**config.mk**
```make
export PLATFORM = sky130hd
export DESIGN_NAME = set_operation_engine
export DESIGN_NICKNAME = d
export VERILOG_FILES = /design/src/rtl/soe_pkg.sv /design/src/rtl/soe_ram.sv /design/src/rtl/soe_datapath.sv /design/src/rtl/soe_controller.sv /design/src/rtl/set_operation_engine.sv
export SDC_FILE = /design/constraint.sdc
export NUM_CORES = 1
export LEC_CHECK = 0
export BUFFER_PORTS_ARGS = -buffer_cell sky130_fd_sc_hd__buf_2
export CAP_MARGIN = 20
export CORE_MARGIN = 4
export CORE_UTILIZATION = 36
export CTS_BUF_LIST = sky130_fd_sc_hd__clkbuf_4 sky130_fd_sc_hd__clkbuf_8
export CTS_CLUSTER_SIZE = 24
export DETAILED_ROUTE_END_ITERATION = 10
export PLACE_DENSITY = 0.56
export SYNTH_ARGS = -nofsm -noshare
export SYNTH_HDL_FRONTEND = slang
export SYNTH_SLANG_ARGS = --single-unit
```
**constraint.sdc**
```tcl
create_clock -name i_clk -period 7.35 [get_ports i_clk]
set_input_delay 1.47 -clock i_clk [delete_from_list [all_inputs] [get_ports i_clk]]
set_output_delay 1.47 -clock i_clk [all_outputs]
set_load 0.05 [all_outputs]
```
**src/rtl/soe_pkg.sv**
```systemverilog
`default_nettype none
package soe_pkg;

    localparam int SET_SIZE    = 16;
    localparam int MAX_RESULTS = 32;
    localparam int VAL_W       = 16;
    localparam int SIZE_W      = 6;
    localparam int AW          = $clog2(SET_SIZE);
    localparam int CW          = $clog2(SET_SIZE + 1);
    localparam int FLAGS       = 2 * SET_SIZE;
    localparam int KW          = $clog2(FLAGS);

    localparam logic [2:0] REQ_LOAD_A = 3'd0;
    localparam logic [2:0] REQ_LOAD_B = 3'd1;
    localparam logic [2:0] REQ_LOAD_U = 3'd2;
    localparam logic [2:0] REQ_QUERY  = 3'd3;
    localparam logic [2:0] REQ_CLEAR  = 3'd4;

    localparam logic [2:0] OP_INTERSECT = 3'd0;
    localparam logic [2:0] OP_A_MINUS_B = 3'd1;
    localparam logic [2:0] OP_B_MINUS_A = 3'd2;
    localparam logic [2:0] OP_UNION     = 3'd3;
    localparam logic [2:0] OP_NEITHER   = 3'd4;

    typedef enum logic [1:0] {
        ST_A,
        ST_B,
        ST_U
    } t_store;

    typedef enum logic [1:0] {
        KEEP_HIT_B,
        KEEP_NO_B,
        KEEP_NO_A,
        KEEP_NO_AB
    } t_keep;

    typedef struct packed {
        logic             load_en;
        t_store           load_sel;
        logic [VAL_W-1:0] load_value;
        logic             clear;
        logic             start;
        logic             fill_a;
        t_store           cand_sel;
        logic [AW-1:0]    cand_addr;
        logic [AW-1:0]    cmp_addr;
        logic             issue_a;
        logic             issue_b;
        logic             decide;
        t_keep            keep;
        logic [KW-1:0]    flag_idx;
        logic             out_load;
        logic             out_empty;
    } t_cmd;

    typedef struct packed {
        logic [CW-1:0]     cnt_a;
        logic [CW-1:0]     cnt_b;
        logic [CW-1:0]     cnt_u;
        logic              flag_k;
        logic [SIZE_W-1:0] size;
    } t_stat;

endpackage
`default_nettype wire

```
**src/rtl/soe_ram.sv**
```systemverilog
`default_nettype none
module soe_ram #(
    parameter int WIDTH = 16,
    parameter int DEPTH = 16
) (
    input  wire logic                     i_clk,
    input  wire logic                     i_we,
    input  wire logic [$clog2(DEPTH)-1:0] i_waddr,
    input  wire logic [WIDTH-1:0]         i_wdata,
    input  wire logic [$clog2(DEPTH)-1:0] i_raddr,
    output logic      [WIDTH-1:0]         o_rdata
);

    logic [WIDTH-1:0] r_mem [DEPTH];

    always_ff @(posedge i_clk) begin
        if (i_we) begin
            r_mem[i_waddr] <= i_wdata;
        end
        o_rdata <= r_mem[i_raddr];
    end

endmodule
`default_nettype wire

```
**src/rtl/soe_datapath.sv**
```systemverilog
`default_nettype none
module soe_datapath
    import soe_pkg::*;
(
    input  wire logic              i_clk,
    input  wire logic              i_rst_n,
    input  wire t_cmd              i_cmd,
    output t_stat                  o_stat,
    output logic [VAL_W-1:0]       o_member_value,
    output logic                   o_result_empty,
    output logic [SIZE_W-1:0]      o_result_size,
    output logic                   o_overflow_seen
);

    logic [CW-1:0]     r_cnt_a, r_cnt_b, r_cnt_u;
    logic              r_overflow;
    logic              r_en_a_d, r_en_b_d;
    logic              r_hit_a, r_hit_b;
    logic [FLAGS-1:0]  r_flags;
    logic [SIZE_W-1:0] r_size;
    logic [VAL_W-1:0]  r_member;
    logic              r_empty;

    logic [VAL_W-1:0]  q_a, q_b, q_u, cand_q;
    logic [AW-1:0]     raddr_a, raddr_b;
    logic              we_a, we_b, we_u;
    logic              hit_a_n, hit_b_n, keep;
    logic              full_a, full_b, full_u;

    assign full_a = (r_cnt_a == CW'(SET_SIZE));
    assign full_b = (r_cnt_b == CW'(SET_SIZE));
    assign full_u = (r_cnt_u == CW'(SET_SIZE));

    assign we_a = i_cmd.load_en && (i_cmd.load_sel == ST_A) && !full_a;
    assign we_b = i_cmd.load_en && (i_cmd.load_sel == ST_B) && !full_b;
    assign we_u = i_cmd.load_en && (i_cmd.load_sel == ST_U) && !full_u;

    assign raddr_a = (i_cmd.cand_sel == ST_A) ? i_cmd.cand_addr : i_cmd.cmp_addr;
    assign raddr_b = (i_cmd.cand_sel == ST_B) ? i_cmd.cand_addr : i_cmd.cmp_addr;

    soe_ram #(.WIDTH(VAL_W), .DEPTH(SET_SIZE)) u_ram_a (
        .i_clk   (i_clk),
        .i_we    (we_a),
        .i_waddr (r_cnt_a[AW-1:0]),
        .i_wdata (i_cmd.load_value),
        .i_raddr (raddr_a),
        .o_rdata (q_a)
    );

    soe_ram #(.WIDTH(VAL_W), .DEPTH(SET_SIZE)) u_ram_b (
        .i_clk   (i_clk),
        .i_we    (we_b),
        .i_waddr (r_cnt_b[AW-1:0]),
        .i_wdata (i_cmd.load_value),
        .i_raddr (raddr_b),
        .o_rdata (q_b)
    );

    soe_ram #(.WIDTH(VAL_W), .DEPTH(SET_SIZE)) u_ram_u (
        .i_clk   (i_clk),
        .i_we    (we_u),
        .i_waddr (r_cnt_u[AW-1:0]),
        .i_wdata (i_cmd.load_value),
        .i_raddr (i_cmd.cand_addr),
        .o_rdata (q_u)
    );

    always_comb begin
        unique case (i_cmd.cand_sel)
            ST_A:    cand_q = q_a;
            ST_B:    cand_q = q_b;
            default: cand_q = q_u;
        endcase
    end

    assign hit_a_n = r_hit_a | (r_en_a_d && (cand_q == q_a));
    assign hit_b_n = r_hit_b | (r_en_b_d && (cand_q == q_b));

    always_comb begin
        unique case (i_cmd.keep)
            KEEP_HIT_B: keep = hit_b_n;
            KEEP_NO_B:  keep = !hit_b_n;
            KEEP_NO_A:  keep = !hit_a_n;
            default:    keep = !hit_a_n && !hit_b_n;
        endcase
    end

    always_ff @(posedge i_clk) begin
        if (!i_rst_n) begin
            r_cnt_a    <= '0;
            r_cnt_b    <= '0;
            r_cnt_u    <= '0;
            r_overflow <= 1'b0;
            r_en_a_d   <= 1'b0;
            r_en_b_d   <= 1'b0;
        end else begin
            r_en_a_d <= i_cmd.issue_a;
            r_en_b_d <= i_cmd.issue_b;
            if (i_cmd.clear) begin
                r_cnt_a    <= '0;
                r_cnt_b    <= '0;
                r_cnt_u    <= '0;
                r_overflow <= 1'b0;
            end else if (i_cmd.load_en) begin
                unique case (i_cmd.load_sel)
                    ST_A: begin
                        if (full_a) r_overflow <= 1'b1;
                        else        r_cnt_a    <= r_cnt_a + CW'(1);
                    end
                    ST_B: begin
                        if (full_b) r_overflow <= 1'b1;
                        else        r_cnt_b    <= r_cnt_b + CW'(1);
                    end
                    default: begin
                        if (full_u) r_overflow <= 1'b1;
                        else        r_cnt_u    <= r_cnt_u + CW'(1);
                    end
                endcase
            end
        end
    end

    always_ff @(posedge i_clk) begin
        if (i_cmd.start) begin
            r_flags <= '0;
            r_size  <= '0;
            r_hit_a <= 1'b0;
            r_hit_b <= 1'b0;
        end else if (i_cmd.fill_a) begin
            for (int k = 0; k < SET_SIZE; k++) begin
                r_flags[k] <= (CW'(k) < r_cnt_a);
            end
            r_size <= SIZE_W'(r_cnt_a);
        end else if (i_cmd.decide) begin
            r_flags[i_cmd.flag_idx] <= keep;
            if (keep && (r_size < SIZE_W'(MAX_RESULTS))) begin
                r_size <= r_size + SIZE_W'(1);
            end
            r_hit_a <= 1'b0;
            r_hit_b <= 1'b0;
        end else begin
            r_hit_a <= hit_a_n;
            r_hit_b <= hit_b_n;
        end
        if (i_cmd.out_load) begin
            r_member <= i_cmd.out_empty ? '0 : cand_q;
            r_empty  <= i_cmd.out_empty;
        end
    end

    assign o_stat.cnt_a  = r_cnt_a;
    assign o_stat.cnt_b  = r_cnt_b;
    assign o_stat.cnt_u  = r_cnt_u;
    assign o_stat.flag_k = r_flags[i_cmd.flag_idx];
    assign o_stat.size   = r_size;

    assign o_member_value  = r_member;
    assign o_result_empty  = r_empty;
    assign o_result_size   = r_size;
    assign o_overflow_seen = r_overflow;

    a_count_bound: assert property (@(posedge i_clk) disable iff (!i_rst_n)
        (r_cnt_a <= CW'(SET_SIZE)) && (r_cnt_b <= CW'(SET_SIZE)) &&
        (r_cnt_u <= CW'(SET_SIZE)))
        else $error("store count beyond capacity");

    a_overflow_sticky: assert property (@(posedge i_clk) disable iff (!i_rst_n)
        r_overflow && !i_cmd.clear |=> r_overflow)
        else $error("overflow flag dropped without clear");

    a_full_drop: assert property (@(posedge i_clk) disable iff (!i_rst_n)
        i_cmd.load_en && !i_cmd.clear && (i_cmd.load_sel == ST_A) && full_a
        |=> r_overflow && (r_cnt_a == CW'(SET_SIZE)))
        else $error("load into full store not dropped");

endmodule
`default_nettype wire

```
**src/rtl/soe_controller.sv**
```systemverilog
`default_nettype none
module soe_controller
    import soe_pkg::*;
(
    input  wire logic             i_clk,
    input  wire logic             i_rst_n,
    input  wire logic             i_in_valid,
    output logic                  o_in_ready,
    input  wire logic [2:0]       i_req_type,
    input  wire logic [VAL_W-1:0] i_element_value,
    input  wire logic [2:0]       i_operation,
    output logic                  o_out_valid,
    input  wire logic             i_out_ready,
    output logic                  o_last_item,
    output t_cmd                  o_cmd,
    input  wire t_stat            i_stat
);

    typedef enum logic [2:0] {
        S_IDLE,
        S_FILL,
        S_PREP,
        S_SCAN,
        S_DECIDE,
        S_EMIT,
        S_FETCH,
        S_OUT
    } t_state;

    t_state            r_state, n_state;
    logic [2:0]        r_op, n_op;
    logic [CW-1:0]     r_i, n_i, r_j, n_j;
    logic [KW-1:0]     r_k, n_k;
    logic [SIZE_W-1:0] r_emitted, n_emitted;
    logic              r_last, n_last;

    logic [CW-1:0]     cand_cnt, cmp_len;
    logic              cmp_a_used, cmp_b_used;
    t_store            scan_sel, em_sel;
    t_keep             keep_mode;
    logic              em_second;
    logic [AW-1:0]     em_addr;
    logic              in_acc;

    assign in_acc = i_in_valid && (r_state == S_IDLE);

    always_comb begin
        unique case (r_op) inside
            OP_INTERSECT, OP_A_MINUS_B: begin
                cand_cnt   = i_stat.cnt_a;
                cmp_len    = i_stat.cnt_b;
                cmp_a_used = 1'b0;
                cmp_b_used = 1'b1;
                scan_sel   = ST_A;
                keep_mode  = (r_op == OP_INTERSECT) ? KEEP_HIT_B : KEEP_NO_B;
            end
            OP_B_MINUS_A, OP_UNION: begin
                cand_cnt   = i_stat.cnt_b;
                cmp_len    = i_stat.cnt_a;
                cmp_a_used = 1'b1;
                cmp_b_used = 1'b0;
                scan_sel   = ST_B;
                keep_mode  = KEEP_NO_A;
            end
            default: begin
                cand_cnt   = i_stat.cnt_u;
                cmp_len    = (i_stat.cnt_a > i_stat.cnt_b) ? i_stat.cnt_a : i_stat.cnt_b;
                cmp_a_used = 1'b1;
                cmp_b_used = 1'b1;
                scan_sel   = ST_U;
                keep_mode  = KEEP_NO_AB;
            end
        endcase
    end

    assign em_second = (r_k >= KW'(SET_SIZE));
    assign em_addr   = em_second ? AW'(r_k - KW'(SET_SIZE)) : AW'(r_k);

    always_comb begin
        unique case (r_op) inside
            OP_INTERSECT, OP_A_MINUS_B: em_sel = ST_A;
            OP_B_MINUS_A:               em_sel = ST_B;
            OP_UNION:                   em_sel = em_second ? ST_B : ST_A;
            default:                    em_sel = ST_U;
        endcase
    end

    always_comb begin
        n_state   = r_state;
        n_op      = r_op;
        n_i       = r_i;
        n_j       = r_j;
        n_k       = r_k;
        n_emitted = r_emitted;
        n_last    = r_last;

        o_cmd            = '0;
        o_cmd.load_value = i_element_value;
        o_cmd.keep       = keep_mode;
        o_cmd.cand_sel   = scan_sel;
        o_cmd.cand_addr  = r_i[AW-1:0];
        o_cmd.cmp_addr   = r_j[AW-1:0];
        o_cmd.flag_idx   = (r_op == OP_UNION) ? KW'(SET_SIZE) + KW'(r_i) : KW'(r_i);

        unique case (r_state)
            S_IDLE: begin
                if (in_acc) begin
                    unique case (i_req_type)
                        REQ_LOAD_A: begin
                            o_cmd.load_en  = 1'b1;
                            o_cmd.load_sel = ST_A;
                        end
                        REQ_LOAD_B: begin
                            o_cmd.load_en  = 1'b1;
                            o_cmd.load_sel = ST_B;
                        end
                        REQ_LOAD_U: begin
                            o_cmd.load_en  = 1'b1;
                            o_cmd.load_sel = ST_U;
                        end
                        REQ_CLEAR: begin
                            o_cmd.clear = 1'b1;
                        end
                        REQ_QUERY: begin
                            if (i_operation <= OP_NEITHER) begin
                                o_cmd.start = 1'b1;
                                n_op        = i_operation;
                                n_state     = (i_operation == OP_UNION) ? S_FILL : S_PREP;
                            end
                        end
                        default: ;
                    endcase
                end
            end
            S_FILL: begin
                o_cmd.fill_a = 1'b1;
                n_state      = S_PREP;
            end
            S_PREP: begin
                n_i       = '0;
                n_j       = '0;
                n_k       = '0;
                n_emitted = '0;
                n_state   = (cand_cnt == '0) ? S_EMIT : S_SCAN;
            end
            S_SCAN: begin
                o_cmd.issue_a = cmp_a_used && (r_j < i_stat.cnt_a);
                o_cmd.issue_b = cmp_b_used && (r_j < i_stat.cnt_b);
                n_j           = r_j + CW'(1);
                if (n_j >= cmp_len) begin
                    n_state = S_DECIDE;
                end
            end
            S_DECIDE: begin
                o_cmd.decide = 1'b1;
                n_j          = '0;
                if ((r_i + CW'(1)) >= cand_cnt) begin
                    n_state = S_EMIT;
                end else begin
                    n_i     = r_i + CW'(1);
                    n_state = S_SCAN;
                end
            end
            S_EMIT: begin
                o_cmd.cand_sel  = em_sel;
                o_cmd.cand_addr = em_addr;
                o_cmd.flag_idx  = r_k;
                if (i_stat.size == '0) begin
                    o_cmd.out_load  = 1'b1;
                    o_cmd.out_empty = 1'b1;
                    n_last          = 1'b1;
                    n_state         = S_OUT;
                end else if (i_stat.flag_k) begin
                    n_state = S_FETCH;
                end else begin
                    n_k = r_k + KW'(1);
                end
            end
            S_FETCH: begin
                o_cmd.cand_sel  = em_sel;
                o_cmd.cand_addr = em_addr;
                o_cmd.flag_idx  = r_k;
                o_cmd.out_load  = 1'b1;
                n_last          = ((r_emitted + SIZE_W'(1)) == i_stat.size);
                n_state         = S_OUT;
            end
            S_OUT: begin
                o_cmd.cand_sel  = em_sel;
                o_cmd.cand_addr = em_addr;
                o_cmd.flag_idx  = r_k;
                if (i_out_ready) begin
                    if (r_last) begin
                        n_state = S_IDLE;
                    end else begin
                        n_k       = r_k + KW'(1);
                        n_emitted = r_emitted + SIZE_W'(1);
                        n_state   = S_EMIT;
                    end
                end
            end
            default: n_state = S_IDLE;
        endcase
    end

    always_ff @(posedge i_clk) begin
        if (!i_rst_n) begin
            r_state <= S_IDLE;
        end else begin
            r_state <= n_state;
        end
        r_op      <= n_op;
        r_i       <= n_i;
        r_j       <= n_j;
        r_k       <= n_k;
        r_emitted <= n_emitted;
        r_last    <= n_last;
    end

    assign o_in_ready  = (r_state == S_IDLE);
    assign o_out_valid = (r_state == S_OUT);
    assign o_last_item = r_last;

    a_decide_after_scan: assert property (@(posedge i_clk) disable iff (!i_rst_n)
        r_state == S_DECIDE |-> $past(r_state) == S_SCAN)
        else $error("decide step without a compare scan");

    a_emit_in_range: assert property (@(posedge i_clk) disable iff (!i_rst_n)
        (r_state == S_OUT) && (i_stat.size != '0) |-> r_emitted < i_stat.size)
        else $error("more members emitted than result size");

    a_idle_after_last: assert property (@(posedge i_clk) disable iff (!i_rst_n)
        o_out_valid && i_out_ready && o_last_item |=> o_in_ready)
        else $error("not idle after final transfer");

endmodule
`default_nettype wire

```
**src/rtl/set_operation_engine.sv**
```systemverilog
// loads and clear: no result; the next item is taken in the following cycle
// query: each candidate entry passes the compare scan and a decide step, then each member
// passes emit, fetch and output, a skipped entry emit only; one read port per store
// a query with no members gives one empty transfer
// reset is synchronous, active low: store counts, overflow flag and controller state cleared,
// store contents are left as they are
`default_nettype none
module set_operation_engine
    import soe_pkg::*;
(
    input  wire logic              i_clk,
    input  wire logic              i_rst_n,
    input  wire logic              i_in_valid,
    output logic                   o_in_ready,
    input  wire logic [2:0]        i_req_type,
    input  wire logic [VAL_W-1:0]  i_element_value,
    input  wire logic [2:0]        i_operation,
    output logic                   o_out_valid,
    input  wire logic              i_out_ready,
    output logic [VAL_W-1:0]       o_member_value,
    output logic                   o_result_empty,
    output logic [SIZE_W-1:0]      o_result_size,
    output logic                   o_overflow_seen,
    output logic                   o_last_item
);

    t_cmd  cmd;
    t_stat stat;

    soe_controller u_controller (
        .i_clk           (i_clk),
        .i_rst_n         (i_rst_n),
        .i_in_valid      (i_in_valid),
        .o_in_ready      (o_in_ready),
        .i_req_type      (i_req_type),
        .i_element_value (i_element_value),
        .i_operation     (i_operation),
        .o_out_valid     (o_out_valid),
        .i_out_ready     (i_out_ready),
        .o_last_item     (o_last_item),
        .o_cmd           (cmd),
        .i_stat          (stat)
    );

    soe_datapath u_datapath (
        .i_clk           (i_clk),
        .i_rst_n         (i_rst_n),
        .i_cmd           (cmd),
        .o_stat          (stat),
        .o_member_value  (o_member_value),
        .o_result_empty  (o_result_empty),
        .o_result_size   (o_result_size),
        .o_overflow_seen (o_overflow_seen)
    );

endmodule
`default_nettype wire
```
==> flow_metrics.py, run 1 <==
metrics = {
    "floorplanning": {
        "die_area_um2": 110000,
        "core_area_um2": 104000,
        "io_pins": 53,
        "fp.dieW_um": 332,
        "rows": 118,
        "start_util_pct": 36.4,
        "die-height_um": 332,
    },
    "synthesis": {
        "syn_inst": 2264,
        "ys_seq_elements": 919,
        "netlist-cell-type-count": 72,
        "synth_warnings": 0,
        "async_flop_share_pct": 0,
        "synthFlopType": "edfxtp_1",
        "ys_seq_area_share_pct": 70.2,
        "syn_area_um2": 37700,
        "synth_edf_count": 810,
        "syn_avg_cell_area_um2": 16.7,
        "synth_fp_nets": 2331,
    },
    "timing": {
        "tns_ns": 0,
        "finalSetupViolations": 0,
        "clock_skew_ns": 0.0424,
        "tightest_slew_ns": 1.13,
        "fin_crit_sh_pct": 65.8,
        "clock.fmax_mhz": 207,
        "relSlewSlack_pct": 24.8,
        "hold_violations": 0,
        "drv_slew": 0,
        "rsz0062_at_grt": "false",
        "period_minus_slack_ns": 4.84,
    },
    "clocking": {
        "clockBufferDepth": 3,
        "numCtsBuffers": 153,
        "hold_buffers": 0,
        "path_clk_slew_ns": 0.06,
        "cts-htree-levels": 4,
        "cts_root_buf": "clkbuf_8",
        "cts_tree": "built",
        "clkLatencyLatePin_ns": 0.83,
        "postCtsSetupRepairBufs": 0,
        "cts_resized": 0,
        "clock-sinks": 919,
    },
    "layout": {
        "final_area_um2": 43200,
        "drive_above_1_share_pct": 25.2,
        "final.fill_count": 9289,
        "nNetsFinal": 2496,
        "syn_to_final_growth_pct": 14.6,
        "postLayoutCoreUtil_pct": 41.7,
    },
    "power_and_ir_drop": {
        "report.power.total_uw": 14700,
        "max-vdd-ir-drop_v": 0.000200,
        "leakage_uw": 0.0144,
        "powerDensity_nw_per_um2": 340,
    },
    "global_route": {
        "track_usage_pct": 17.5,
        "grt_first_pass_wirelength_um": 143000,
        "gr-total-overflow": 0,
        "grt_max_degree": 67,
        "antenna_found_initial": 4,
        "grt_pass1_vias": 21720,
    },
    "placement": {
        "placed_area_um2": 39900,
        "io_buffers": 52,
        "place.gp.congestion": 0.897,
        "dp_hpwl_um": 58100,
    },
    "drt": {
        "routed_via_density": 5.36,
        "final_antenna_net_count": 0,
        "drt_iter0_markers": 1957,
        "wire_per_inst_um": 24.7,
        "via_count": 21105,
        "drc_errors": 0,
        "routed_wl_um": 97300,
        "drtPass1Iterations": 6,
    },
    "setup_path": {
        "rr_startpoint": "u_controller.r_state[0]",
        "cp-start-kind": "register",
        "worstPathArrival_ns": 5.51,
        "critical_path.max_fanout": 23,
        "crit_required_ns": 8.02,
        "path_class": "reg -> reg",
        "endpoint_kind": "register",
        "cp-startpoint": "u_controller.r_state[0]",
    },
    "run": {
        "cap_violations": 0,
    },
    "run_status": {
        "status": "complete, no violations",
    },
    "worst_hold_path": {
        "holdCritPathClass": "reg -> reg",
        "min-delay-start": "u_datapath.o_overflow_seen",
    },
}
## synthesized netlist by cell type, drive strengths merged, types with 8 or more instances
master / count / area, um^2
o211ai: 10 / 75.1
nor3: 44 / 220
nand2: 176 / 661
clkbuf: 74 / 278
dfxtp: 109 / 2180
a21oi: 90 / 458
mux4: 198 / 4460
xnor2: 31 / 272
buf: 53 / 330
and3: 25 / 156
nor2: 151 / 567
a211oi: 40 / 300
nor2b: 47 / 294
a31oi: 26 / 163
nand2b: 18 / 113
nand3: 18 / 90.1
xor2: 27 / 236
inv: 45 / 169
edfxtp: 810 / 24300
mux2i: 59 / 611
o22ai: 8 / 50.1
nand4: 21 / 131
ha: 41 / 513
o21ai: 37 / 189
## state kept, by name, summed over array words and instances, names as in the netlist, 16 cells and up
name,flops
u_datapath.o_member_value,16
u_datapath.r_flags,32
u_datapath.u_ram_a.o_rdata,16
u_datapath.u_ram_a.r_mem,256
u_datapath.u_ram_b.o_rdata,16
u_datapath.u_ram_b.r_mem,256
u_datapath.u_ram_u.o_rdata,16
u_datapath.u_ram_u.r_mem,256
## metal layers
layer / up-vias / part of all wire (%) / track usage [%]
met4: 0 / 2.5 / 5.42
met5: - / 0 / 0
met2: 761 / 46 / 27.1
met3: 173 / 7.1 / 3.97
met1: 10900 / 44 / 24.5
li1: 9271 / - / -
## worst max-delay path, cell delays in order (launching register included)
cell	delay, ns
dfxtp_1	0.55
o21ai_2	0.90
o21ai_1	0.18
buf_4	0.24
nand2_1	0.42
nor2_1	0.14
a21oi_4	0.75
buf_4	0.46
mux4_2	0.55
mux2i_1	0.34
a21oi_1	0.13
## power breakdown
| part | switching [uW] | internal (uW) | total [uW] |
|---|---|---|---|
| registers | 519 | 6020 | 6540 |
| clock network | 2070 | 2560 | 4630 |
| logic | 2000 | 1530 | 3520 |
| total | 4580 | 10100 | 14700 |
## area by class of cell
class	instances	area (um^2)	share of cell area, %
Sequential cell	919	26500	61.3
Multi-Input combinational cell	1172	10600	24.6
Clock buffer	229	2790	6.45
Clock inverter	52	407	0.941
Antenna cell	4	10.0	0.0232
Timing Repair Buffer	137	981	2.27
Inverter	46	173	0.399
Tap cell	1380	1730	3.99
## path summary, 6_finish.rpt
path,to,slack (ns),cells after the start
worst max-delay path,u_datapath.u_ram_a.o_rdata[5],2.51,10
worst min-delay path,u_datapath.o_overflow_seen,0.50,2
worst max register to register,u_datapath.u_ram_a.o_rdata[5],2.51,10
worst min register to register,u_datapath.o_overflow_seen,0.50,2
## metrics by stage
step,setup WS (ns),cells,hold WS [ns]
after CTS,2.41,3930,0.499
after global routing,2.10,3937,0.534
after floorplan,2.79,2264,0.442
final,2.51,3939,0.499
after global placement,2.57,3649,0.472
after detailed placement,2.44,3649,0.488
## cells in the final DEF, fill, tap and decap left out, types with 7 or more instances in the layout
cell      instances
nor3_2           14
a31oi_1          26
xnor2_1          31
nor2_1          148
nor3_1           30
clkinv_1         21
nand2b_1         18
clkinv_2         15
mux4_2          198
nand2_1         176
buf_2            52
o211ai_1         10
o21ai_0          34
a311oi_1          7
a21oi_1          82
nor2b_1          47
a211oi_1         40
buf_4            78
dfxtp_1         109
clkbuf_4         58
mux2i_1          54
nand4_1          21
nand3_1          18
o22ai_1           8
xor2_1           27
and3_1           25
ha_1             41
inv_1            45
clkbuf_8        171
edfxtp_1        810
## cell families (layout without fill, tap and decap cells)
| family | Yosys count | after routing | share of synthesized area [%] |
|---|---|---|---|
| AOI/OAI and AO/OA | 280 | 280 | 4.87 |
| xor gates and xnor gates | 58 | 58 | 1.35 |
| adders and majority gates | 41 | 41 | 1.36 |
| buffers and inverters | 173 | 464 | 2.07 |
| DFF | 919 | 919 | 70.2 |
| muxes | 261 | 261 | 13.6 |
| other | 0 | 4 | 0 |
| and+or+nand+nor | 532 | 532 | 6.57 |
Power figures use the tool's default switching activity.
==> inputs of run 2 (changes only) <==
Settings changed: ABC_AREA set to 1.
Clock period 7.35 ns to 4.6 ns, I/O delays scaled along.
==> run 2 against run 1 <==
Worst setup slack got worse by 2.0 ns. Utilization is essentially flat. Combinational power is 110% higher. First-iteration DRC count grew 18%. Via count is 21% higher. Maximum frequency up 19%. Cell count increased by 22%. Wire length up 7.6%. Clock-buffer cell count grew 6. Sequential cell count unchanged. Synthesized area about the same.
==> flow_metrics.py, run 2 <==
metrics = {
    "drt": {
        "via_count": 25494,
        "drt_iter0_markers": 2315,
        "routed_via_density": 5.30,
        "final_antenna_net_count": 0,
        "routed_wl_um": 105000,
        "drtPass1Iterations": 6,
        "drc_errors": 0,
        "wire_per_inst_um": 21.8,
    },
    "global_route": {
        "track_usage_pct": 18.5,
        "antenna_found_initial": 5,
        "grt_pass1_vias": 24396,
        "gr-total-overflow": 0,
        "grt_first_pass_wirelength_um": 155000,
        "grt_max_degree": 129,
    },
    "setup_path": {
        "crit_required_ns": 5.37,
        "path_class": "reg -> reg",
        "cp-start-kind": "register",
        "r2r_setup_slack_ns": 0.53,
        "r2r_cells": 20,
        "r2r_end": "u_datapath.o_result_size[1]",
        "endpoint_kind": "register",
        "worstPathArrival_ns": 4.84,
        "rr_startpoint": "u_controller.r_state[1]",
        "critical_path.max_fanout": 33,
    },
    "clocking": {
        "postCtsSetupRepairBufs": 0,
        "clock-sinks": 919,
        "numCtsBuffers": 157,
        "path_clk_slew_ns": 0.06,
        "cts_resized": 0,
        "cts_root_buf": "clkbuf_8",
        "clockBufferDepth": 3,
        "cts-htree-levels": 4,
        "clkLatencyLatePin_ns": 0.84,
        "cts_tree": "built",
        "hold_buffers": 0,
    },
    "synthesis": {
        "ys_seq_elements": 919,
        "yosys.area.top_type": "edfxtp_1",
        "ys_top_cells_by_count": "edfxtp_1 (810), nor2_1 (416), nand2_1 (404)",
        "yosysMostFrequentCell": "edfxtp_1",
        "syn_avg_cell_area_um2": 11.9,
        "syn_area_um2": 37800,
        "async_flop_share_pct": 0,
        "synth_edf_count": 810,
        "synth_warnings": 0,
        "netlist-cell-type-count": 51,
        "synthFlopType": "edfxtp_1",
        "synth_top_area_share_pct": 64.4,
        "synth_area_leaders": "edfxtp_1 (64%), dfxtp_1 (5.8%), o21ai_0 (4.9%)",
        "ys_seq_area_share_pct": 70.2,
        "synth_fp_nets": 3242,
        "syn_inst": 3175,
    },
    "timing": {
        "rsz0062_at_grt": "false",
        "drv_slew": 0,
        "hold_violations": 0,
        "period_minus_slack_ns": 4.07,
        "whs_ns": 0.295,
        "tightest_slew_ns": 1.09,
        "clock.fmax_mhz": 246,
        "clock_skew_ns": 0.0634,
        "finalSetupViolations": 0,
        "relSlewSlack_pct": 27.1,
        "tns_ns": 0,
        "fin_crit_sh_pct": 88.4,
    },
    "layout": {
        "nNetsFinal": 3369,
        "syn_to_final_growth_pct": 14.4,
        "stdcell_count": 4810,
        "final.fill_count": 9723,
        "layout_commonest_cell": "edfxtp_1",
        "drive_above_1_share_pct": 13.8,
        "reg.largest.list": "u_datapath.u_ram_a.r_mem: 256 flops, u_datapath.u_ram_b.r_mem: 256 flops, u_datapath.u_ram_u.r_mem: 256 flops",
        "mostFrequentLayoutCells": "edfxtp_1 (810), nand2_1 (403), nor2_1 (401)",
    },
    "placement": {
        "dp_hpwl_um": 60500,
        "dpl.cell_count": 4521,
        "place.gp.congestion": 0.890,
        "io_buffers": 52,
    },
    "floorplanning": {
        "die_area_um2": 110000,
        "fp.dieW_um": 332,
        "start_util_pct": 36.4,
        "core_area_um2": 104000,
        "die-height_um": 332,
        "io_pins": 53,
        "rows": 118,
    },
    "power_and_ir_drop": {
        "max-vdd-ir-drop_v": 0.000352,
        "powerDensity_nw_per_um2": 583,
        "leakage_uw": 0.0149,
    },
    "run": {
        "cap_violations": 0,
    },
    "run_status": {
        "status": "complete, no violations",
    },
    "worst_hold_path": {
        "min_path_cells": 1,
        "whs_endpoint": "u_controller.r_op[0]",
        "holdCritPathClass": "in -> reg",
        "min-delay-start": "i_operation[0]",
    },
}
run 2: cell count changes after synthesis, sizes merged, moves of 130 or more:
cell and change:
o21ai +363, nor2 +269, nand2 +234, mux4 -198, inv +137, nand3 +130
run 2: cells by family after synthesis:
| family | synth area share (%) |
|---|---|
| simple gates | 11.6 |
| compound gates | 12.7 |
| flops | 70.2 |
| xor+xnor | 0.255 |
| fa+ha+maj | 1.36 |
| buf+inv | 3.88 |
run 2: power breakdown:
group | total (uW) | switching, uW | internal (uW)
sequential | 10200 | 489 | 9670
combinational | 7430 | 5280 | 2150
clock | 7590 | 3370 | 4220
total | 25200 | 9140 | 16000
run 2: layer usage:
metal	share of wire (%)	global-route usage (%)	up-vias
met5	0.012	0	-
met4	2.9	6.71	2
met3	7.1	3.82	165
met1	46	26.6	12579
met2	44	27.8	846
li1	-	-	11902
run 2: final cells by class:
class	count	area (um^2)	area share, %
Multi-Input combinational cell	1895	9910	22.9
Sequential cell	919	26500	61.4
Clock inverter	48	433	1.00
Clock buffer	235	2840	6.57
Inverter	190	718	1.66
Antenna cell	4	10.0	0.0232
Timing Repair Buffer	139	1060	2.45
Tap cell	1380	1730	4.00
run 2: worst max path at each step:
stage | start | end | slack, ns
after global placement | u_controller.r_state[1] | u_datapath.o_result_size[1] | 0.73
final | u_controller.r_state[1] | u_datapath.o_result_size[1] | 0.53
after global routing | u_controller.r_state[1] | u_datapath.o_result_size[1] | 0.21
after floorplan | u_controller.r_state[0] | u_datapath.u_ram_b.r_mem[15][0] | 1.11
after detailed placement | u_controller.r_state[1] | u_datapath.o_result_size[1] | 0.65
after CTS | u_controller.r_state[1] | u_datapath.o_result_size[1] | 0.68
run 2: stage by stage:
step | setup slack [ns] | area, um^2 | util, % | power [uW]
floorplan | 1.11 | 37800 | - | 14900
global placement | 0.728 | 39900 | 38.4 | 17700
detailed placement | 0.652 | 39900 | 38.4 | 17700
CTS | 0.682 | 43100 | 41.6 | 25400
global route | 0.209 | 43200 | 41.6 | 26600
finish | 0.533 | 43200 | 41.6 | 25200
run 2: worst max-delay path: stages, from the launching register on:
cell and delay [ns]:
dfxtp_1 0.52, inv_4 0.09, nand2_4 0.12, nand4_4 0.33, nand2_4 0.39, nand2_2 0.44, o211ai_1 0.34, nand2_1 0.09
inv_2 0.05, nand2_1 0.05, nor2_1 0.19, nand3_1 0.22, nand2_1 0.16, nand2_1 0.06, nand2_1 0.07, inv_2 0.04
nand2_4 0.30, nand3_4 0.18, nand2_2 0.14, nand2_1 0.08, a21oi_1 0.12
==> inputs of run 3 (changes only) <==
Clock period 4.6 ns to 4.1 ns, I/O delays scaled along.
==> run 3 against run 2 <==
Hold slack worse by 0.067 ns. Maximum frequency is 10% higher. Wire length is 0.30% lower. Register-to-register slack worse by 0.13 ns. Utilization hardly changed.
==> flow_metrics.py, run 3 (synthesis gave the netlist of run 2 again) <==
metrics = {
    "run_status": {
        "status": "complete, no violations",
    },
    "setup_path": {
        "r2r_setup_slack_ns": 0.40,
        "worstPathArrival_ns": 4.42,
        "crit_required_ns": 4.82,
        "path_common_cell": "nand2_1",
        "crit_family": "simple AND/OR/NAND/NOR gates",
        "critical_path.max_fanout": 33,
        "path_depth": 20,
        "r2r_cells": 20,
        "cp-start-kind": "register",
        "endpoint_kind": "register",
        "crit_slowest_cell": "a21oi_2",
        "path_cells": "inv_4, nand2_4, nand4_4, a21oi_2, nand2_1, nand2_1, nand2_1, nand2_1, nand3_1, nor2_1, nand3_1, nand2_1, nand2_1, nand2_1, inv_2, nand2_4, nand3_4, nand2_2, nand2_1, a21oi_1",
        "path_class": "reg -> reg",
        "crit_buf_inv": 2,
        "max_stage_delay_ns": 0.58,
    },
    "layout": {
        "reg.largest.list": "u_datapath.u_ram_a.r_mem: 256 flops, u_datapath.u_ram_b.r_mem: 256 flops, u_datapath.u_ram_u.r_mem: 256 flops",
        "layout_commonest_cell": "edfxtp_1",
        "syn_to_final_growth_pct": 14.3,
        "mostFrequentLayoutCells": "edfxtp_1 (810), nand2_1 (403), nor2_1 (401)",
        "stdcell_count": 4821,
        "drive_above_1_share_pct": 13.9,
        "nNetsFinal": 3384,
    },
    "floorplanning": {
        "core_area_um2": 104000,
        "die_area_um2": 110000,
        "die-height_um": 332,
        "start_util_pct": 36.4,
        "fp.dieW_um": 332,
        "rows": 118,
        "io_pins": 53,
    },
    "power_and_ir_drop": {
        "max-vdd-ir-drop_v": 0.000359,
        "switchingPower_uw": 10300,
        "switching_share_pct": 36.7,
        "seq_power_share_pct": 40.7,
        "powerDensity_nw_per_um2": 647,
        "p_int_uw": 17600,
        "p_comb_share_pct": 30.3,
        "leakage_uw": 0.0148,
        "p_clk_share_pct": 29.0,
    },
    "global_route": {
        "grt_max_degree": 129,
        "grt_first_pass_wirelength_um": 155000,
        "antenna_found_initial": 2,
        "grt_pass1_vias": 24340,
        "gr-total-overflow": 0,
        "track_usage_pct": 18.5,
    },
    "run": {
        "cap_violations": 0,
    },
    "drt": {
        "wire_per_inst_um": 21.7,
        "drt_iter0_markers": 2279,
        "final_antenna_net_count": 0,
        "routed_via_density": 5.29,
        "via_count": 25491,
        "drtPass1Iterations": 5,
        "routed_wl_um": 104000,
        "drc_errors": 0,
    },
    "placement": {
        "place.gp.congestion": 0.912,
        "dp_hpwl_um": 61500,
        "dpl.cell_count": 4536,
        "io_buffers": 52,
    },
    "clocking": {
        "cts_tree": "built",
        "cts_root_buf": "clkbuf_8",
        "clkLatencyLatePin_ns": 0.83,
        "cts_resized": 0,
        "clock-sinks": 919,
        "hold_buffers": 0,
        "path_clk_slew_ns": 0.06,
        "postCtsSetupRepairBufs": 0,
        "clockBufferDepth": 3,
        "numCtsBuffers": 156,
        "cts-htree-levels": 4,
    },
    "timing": {
        "period_minus_slack_ns": 3.70,
        "hold_violations": 0,
        "clock.fmax_mhz": 270,
        "fin_crit_sh_pct": 90.2,
        "drv_slew": 0,
        "rsz0062_at_grt": "false",
        "tightest_slew_ns": 1.13,
        "clock_skew_ns": 0.0524,
        "finalSetupViolations": 0,
        "relSlewSlack_pct": 24.9,
        "tns_ns": 0,
    },
    "worst_hold_path": {
        "min_path_cells": 1,
        "holdCritPathClass": "in -> reg",
    },
}
## run 3: power groups by stage
stage	Combinational [uW]	Sequential [uW]	Clock [uW]
finish	8440	11400	8090
global placement	8380	11500	0
floorplan	5430	11300	0
detailed placement	8410	11600	0
global route	9340	11400	8730
CTS	8440	11400	8310
## run 3: stage by stage
stage	util, %	setup slack [ns]	power (uW)	area (um^2)	hold WS [ns]
6_report	41.6	0.402	27900	43200	0.228
5_1_grt	41.6	0.0296	29500	43200	0.176
4_1_cts	41.5	0.331	28100	43100	0.151
3_5_place_dp	38.6	0.373	20000	40000	0.460
3_3_place_gp	38.5	0.438	19900	40000	0.453
2_1_floorplan	-	0.615	16700	37800	0.444
## run 3: layout make-up
type | instances | area [um^2]
Timing Repair Buffer | 155 | 1230
Clock buffer | 218 | 2650
Clock inverter | 61 | 410
Inverter | 190 | 718
Antenna cell | 3 | 7.51
Fill cell | 9714 | 60600
Tap cell | 1380 | 1730
Multi-Input combinational cell | 1895 | 9910
Sequential cell | 919 | 26500
## run 3: per-layer routing
metal / part of all wire [%] / routed length [um] / global-route usage (%) / up-vias
met5: 0 / 0 / 0 / -
met4: 2.9 / 3080 / 6.56 / 0
met3: 7.5 / 7830 / 4.21 / 181
met2: 44 / 45600 / 27.4 / 877
met1: 46 / 47900 / 26.7 / 12508
li1: - / - / - / 11925
## run 3: path summary, 6_finish.rpt
path	start	end
setup reg to reg	u_controller.r_state[1]	u_datapath.o_result_size[3]
hold reg to reg	u_datapath.r_hit_b	u_datapath.r_hit_b
hold / removal	i_operation[0]	u_controller.r_op[0]
setup / recovery	u_controller.r_state[1]	u_datapath.o_result_size[3]
